--- config.mk ---
export PLATFORM = sky130hd
export DESIGN_NAME = hff_div
export DESIGN_NICKNAME = d
export VERILOG_FILES = /design/src/hw/rtl/histogram_fill_1d_2d_assert.svh /design/src/hw/rtl/hff_pkg.sv /design/src/hw/rtl/hff_div.sv
export SDC_FILE = /design/constraint.sdc
export NUM_CORES = 1
export LEC_CHECK = 0
export ABC_CLOCK_PERIOD_IN_PS = 2600
export BUFFER_PORTS_ARGS = -buffer_cell sky130_fd_sc_hd__buf_2
export CAP_MARGIN = 15
export CORE_ASPECT_RATIO = 1.4
export CORE_MARGIN = 5
export CORE_UTILIZATION = 40
export CTS_CLUSTER_SIZE = 28
export DETAILED_ROUTE_END_ITERATION = 16
export SYNTH_ARGS = -nofsm -noshare
export SYNTH_HDL_FRONTEND = slang
export SYNTH_SLANG_ARGS = --single-unit
--- constraint.sdc ---
create_clock -name clk -period 2.6 [get_ports clk]
set_input_delay 0.26 -clock clk [delete_from_list [all_inputs] [get_ports clk]]
set_output_delay 0.26 -clock clk [all_outputs]
set_load 0.05 [all_outputs]
--- src/hw/rtl/histogram_fill_1d_2d_assert.svh ---
// assertion shorthands for the histogram engine, sampled on clk and disabled in reset
`ifndef HISTOGRAM_FILL_1D_2D_ASSERT_SVH
`define HISTOGRAM_FILL_1D_2D_ASSERT_SVH

// condition holds at every edge out of reset
`define HFF_ASSERT_ALWAYS(label, cond, msg) \
    label: assert property (@(posedge clk) disable iff (!rst_n) (cond)) else $error(msg);

// consequent holds in the same cycle as the antecedent
`define HFF_ASSERT_IMPL(label, ante, cons, msg) \
    label: assert property (@(posedge clk) disable iff (!rst_n) (ante) |-> (cons)) \
        else $error(msg);

`endif

--- src/hw/rtl/hff_pkg.sv ---
`default_nettype none

package hff_pkg;

    localparam int SAMPLE_W    = 32;
    localparam int BWIDTH_W    = 31;
    localparam int NBINS_W     = 13;
    localparam int RDBIN_W     = 12;
    localparam int OUT_W       = 32;
    localparam int CLASS_W     = 2;
    localparam int CFG_IDX_W   = 3;
    localparam int CFG_DATA_W  = 32;
    localparam int PROD_W      = 2 * NBINS_W;
    localparam int FLAT_W      = PROD_W + 1;
    localparam int DIV_STEPS   = SAMPLE_W;
    localparam int STEP_W      = $clog2(DIV_STEPS);

    localparam int MAX_BINS_DEF    = 4096;
    localparam int COUNT_WIDTH_DEF = 32;

    // command codes
    localparam logic CMD_FILL = 1'b0;
    localparam logic CMD_READ = 1'b1;

    // register indexes
    localparam logic [CFG_IDX_W-1:0] REG_TWO_DIM   = 3'd0;
    localparam logic [CFG_IDX_W-1:0] REG_X_LOW     = 3'd1;
    localparam logic [CFG_IDX_W-1:0] REG_X_WIDTH   = 3'd2;
    localparam logic [CFG_IDX_W-1:0] REG_X_NBINS   = 3'd3;
    localparam logic [CFG_IDX_W-1:0] REG_Y_LOW     = 3'd4;
    localparam logic [CFG_IDX_W-1:0] REG_Y_WIDTH   = 3'd5;
    localparam logic [CFG_IDX_W-1:0] REG_Y_NBINS   = 3'd6;

    // register reset values
    localparam logic [BWIDTH_W-1:0] RST_WIDTH   = 31'd1;
    localparam logic [NBINS_W-1:0]  RST_X_NBINS = 13'd4096;
    localparam logic [NBINS_W-1:0]  RST_Y_NBINS = 13'd1;

    typedef enum logic [CLASS_W-1:0] {
        CLS_BINNED = 2'd0,
        CLS_UNDER  = 2'd1,
        CLS_OVER   = 2'd2,
        CLS_READ   = 2'd3
    } hff_class_t;

    typedef struct packed {
        logic                busy;
        logic [SAMPLE_W-1:0] quot;
    } hff_div_stat_t;

endpackage

`default_nettype wire

--- src/hw/rtl/hff_div.sv ---
`default_nettype none

// restoring divider, one quotient bit per cycle
module hff_div import hff_pkg::*; (
    input  wire logic                clk,
    input  wire logic                rst_n,
    input  wire logic                start,
    input  wire logic [SAMPLE_W-1:0] dividend,
    input  wire logic [BWIDTH_W-1:0] divisor,
    output hff_div_stat_t            stat
);

    logic                busy_reg, busy_next;
    logic [STEP_W-1:0]   step_reg, step_next;
    logic [BWIDTH_W-1:0] rem_reg, rem_next;
    logic [BWIDTH_W-1:0] dsr_reg, dsr_next;
    logic [SAMPLE_W-1:0] q_reg, q_next;
    logic [SAMPLE_W-1:0] trial;
    logic                fits;

    always_comb
    begin
        trial     = {rem_reg, q_reg[SAMPLE_W-1]};
        fits      = trial >= {1'b0, dsr_reg};
        busy_next = busy_reg;
        step_next = step_reg;
        rem_next  = rem_reg;
        dsr_next  = dsr_reg;
        q_next    = q_reg;
        if (start)
        begin
            busy_next = 1'b1;
            step_next = '0;
            rem_next  = '0;
            dsr_next  = divisor;
            q_next    = dividend;
        end
        else if (busy_reg)
        begin
            rem_next  = fits ? BWIDTH_W'(trial - {1'b0, dsr_reg}) : BWIDTH_W'(trial);
            q_next    = {q_reg[SAMPLE_W-2:0], fits};
            step_next = step_reg + 1'b1;
            if (step_reg == STEP_W'(DIV_STEPS - 1))
            begin
                busy_next = 1'b0;
            end
        end
    end

    always_ff @(posedge clk or negedge rst_n)
    begin
        if (!rst_n)
        begin
            busy_reg <= 1'b0;
            step_reg <= '0;
            rem_reg  <= '0;
            dsr_reg  <= '0;
            q_reg    <= '0;
        end
        else
        begin
            busy_reg <= busy_next;
            step_reg <= step_next;
            rem_reg  <= rem_next;
            dsr_reg  <= dsr_next;
            q_reg    <= q_next;
        end
    end

    assign stat.busy = busy_reg;
    assign stat.quot = q_reg;

endmodule

`default_nettype wire

==> impl_metrics.tcl <==
set metrics [dict create \
    worst_setup_path_start_kind "register" \
    critPathMaxFanout 9 \
    violations "setup timing" \
    setup_tns_ps -202 \
    pwr-share-clk_pct 14.1 \
    gp_congestion 0.955 \
    yosys.area.top_type "dfrtp_1" \
    final_area_um2 8490 \
    wl_per_cell_um 15.8 \
    wl_um 17400 \
    fin_nets 996 \
    setup_ws_ps -34.8 \
    crit_arrival_ps 2850 \
    p_sw_mw 3.75 \
    vias 5788 \
    worst_hold_path_type "primary input to register" \
    reg2reg_from "q_reg[31]" \
    outcome "finished, violations left" \
    reg2reg_slack_ps -30 \
    synth_area_um2 6280 \
    core_area_um2 15500 \
    power_density_nw_per_um2 1090 \
    viasPerCell 5.28 \
    place.port_buffers 98 \
    slowest_stage "dfrtp_2" \
    critPathBufInv 3 \
    finalCritPeriodShare_pct 101 \
    grt_max_degree 113 \
    layout-drive-gt1-share_pct 34.6 \
    syn_to_final_growth_pct 35.2 \
    die_x_um 116 \
    max-vdd-ir-drop_v 0.000567 \
    synthesis.nets 803 \
    hold_slack_ps 109 \
    critPathRequiredTime_ps 2820 \
    largest_reg_flops 32 \
    grt_pass1_vias 6014 \
    synth-edff-count 0 \
    cap_viol_max_count 0 \
    p_comb_share_pct 63.4 \
    top_level_ports 99 \
    fin_crit_ps 2630 \
    fmax_mhz 380 \
    seq_power_share_pct 22.5 \
    grt_antenna_before_repair 0 \
    cts.sinks 100 \
    syn_area_per_cell_um2 8.93 \
    worstSetupEndpointType "register" \
    path_class "register to register" \
    max_stage_delay_ps 420 \
    die_area_um2 18300 \
    postSynth.asyncResetShare_pct 100 \
    ys_seq_area_share_pct 39.9 \
    startpoint "q_reg[31]" \
    skew_ps 7.14 \
    ant_nets 0 \
    rows 54 \
    yosysUniqueCellTypes 57 \
    setup_violations 12 \
    numCtsBuffers 9 \
    relSlewSlack_pct 63.4 \
    h-tree-depth 3 \
    n_antenna_cell 0 \
    p_int_mw 5.50 \
    cp_top_family "compound AO/OA/AOI/OAI gates" \
    drv_slew 0 \
    post-route-util_pct 54.6 \
    hpwl_um 12100 \
    worst_slew_pin_slew_ps 549 \
    finalHoldViolations 0 \
    synth_area_leaders "dfrtp_1, mux2i_1, ha_1, o21ai_0, nand2_1" \
    yosys.area.top_type_share_pct 39.9 \
    cpMostUsedCell "inv_2" \
    synth_ff_type "dfrtp_1" \
    synth_seq_cells 100 \
    grt_use_total_pct 19.2 \
    synthCells 703 \
    root_buffer "clkbuf_16" \
    grt_pass1_wl_um 28600 \
    yosysWarnings 0 \
    cts.reportedPaths.clkPinSlew_ps 70 \
    dr.pass1.iters 6 \
    place_area_um2 7750 \
    start_util_pct 40.4 \
    power_leakage_nw 4.51 \
    clock_latency_ps 350 \
    num-fill-cells 1438 \
    min_from "divisor[23]" \
    tritoncts "built" \
    grt-ovfl-total 0 \
    clk_path_buf_depth 2 \
    path_cells "inv_2, ha_4, inv_2, fa_2, a211oi_4, o211ai_1, nand2_1, nand2_2, o21ai_4, and2_4, buf_12, mux2i_2, a211oi_2" \
    first_iter_violations 314 \
    die_h_um 158 \
    rsz0062_at_grt "true" \
    drcViolationCount 0 \
    power_switching_share_pct 40.6 \
]
==> per-layer routing <==
metal  track usage, %  wire [um]  share of wire (%)
met5                0          0                  0
met4             7.46        497                2.9
met3             3.17        768                4.4
met2             34.1       8770                 50
met1             22.8       7330                 42
==> metrics by stage <==
stage	total power, mW	worst slack [ps]	cells
finish	9.25	-34.8	1097
global route	9.90	-157	1097
CTS	8.84	-18.8	1092
detailed placement	7.07	-262	1065
global placement	7.00	-127	1065
floorplan	5.27	-53.5	703
==> power by group through the flow <==
stage          clock, mW  sequential, mW  combinational, mW
3_5_place_dp           0            2.09               4.98
6_report            1.31            2.08               5.86
4_1_cts             1.35            2.08               5.42
3_3_place_gp           0            2.08               4.92
2_1_floorplan          0            2.26               3.01
5_1_grt             1.40            2.12               6.38
==> cell usage in the layout, fill, tap and decap left out, types with 3 or more instances in the layout <==
cell       count
o21a_1         3
nand2_2        4
a21oi_2        8
nand2b_1       3
xnor2_1       11
and4_1         3
a31oi_1       11
o21ai_1        5
and3_1        10
a311oi_1       3
nor2_1        42
buf_2         96
nand4_1        5
nand3b_1       6
a21oi_1       26
inv_6          3
nor3_1         8
o21bai_1       3
ha_1          25
mux2i_1       50
clkbuf_16      9
a211oi_2       6
inv_2          3
o21ai_2        4
o211ai_1       7
buf_12         6
or2_2          3
a21o_1        17
nor2b_1        6
buf_6          5
ha_4           6
a211oi_1      18
xor2_1        13
nand2_1       88
nand3_1        8
o21ai_0       72
inv_1         36
buf_4        119
dfrtp_1       98
==> Yosys cell counts (all sizes together), types with 6 or more instances <==
| library cell | n |
|---|---|
| a211oi | 26 |
| a21o | 17 |
| a21oi | 35 |
| a31oi | 12 |
| and3 | 11 |
| buf | 12 |
| clkbuf | 34 |
| dfrtp | 100 |
| ha | 33 |
| inv | 39 |
| mux2i | 53 |
| nand2 | 92 |
| nand3 | 8 |
| nand3b | 6 |
| nor2 | 43 |
| nor2b | 6 |
| nor3 | 11 |
| o211ai | 7 |
| o21ai | 82 |
| xnor2 | 12 |
| xor2 | 13 |
==> what timing repair did <==
action,CTS,global route
pin swaps,7,12
hold buffers,1,0
endpoints found under the setup margin,32,26
hold endpoints to repair,36,0
resized for setup,14,44
buffers inserted,9,5
cloned,1,0
==> cell type report <==
class | count | area [um^2] | area share [%]
inverters | 39 | 146 | 1.72
clock inverters | 7 | 55.1 | 0.649
multi-input cells | 519 | 3750 | 44.2
flip-flops and latches | 100 | 2510 | 29.5
clock buffers | 9 | 225 | 2.65
repair buffers | 227 | 1560 | 18.4
well taps | 196 | 245 | 2.89
==> logic make-up (layout without fill, tap and decap cells) <==
| group | Yosys count | after routing | share of synthesized area, % |
|---|---|---|---|
| compound gates | 206 | 206 | 20.7 |
| simple gates | 199 | 200 | 14.5 |
| flops | 100 | 100 | 39.9 |
| buf+inv | 85 | 282 | 5.98 |
| mux | 54 | 54 | 8.63 |
| fa+ha+maj | 34 | 34 | 6.90 |
| xor+xnor | 25 | 25 | 3.49 |
==> worst paths after layout <==
kind,endpoint,depth (start not counted)
max,rem_reg[3],13
min reg2reg,dsr_reg[10],2
min in group asynchronous,q_reg[23],2
max reg2reg,rem_reg[3],13
min,dsr_reg[23],3
max in group asynchronous,busy_reg,3
==> worst min-delay path: stages <==
cell	delay, ps
buf_2	70
nand2_1	40
o21ai_0	60
Power figures use the tool's default switching activity.
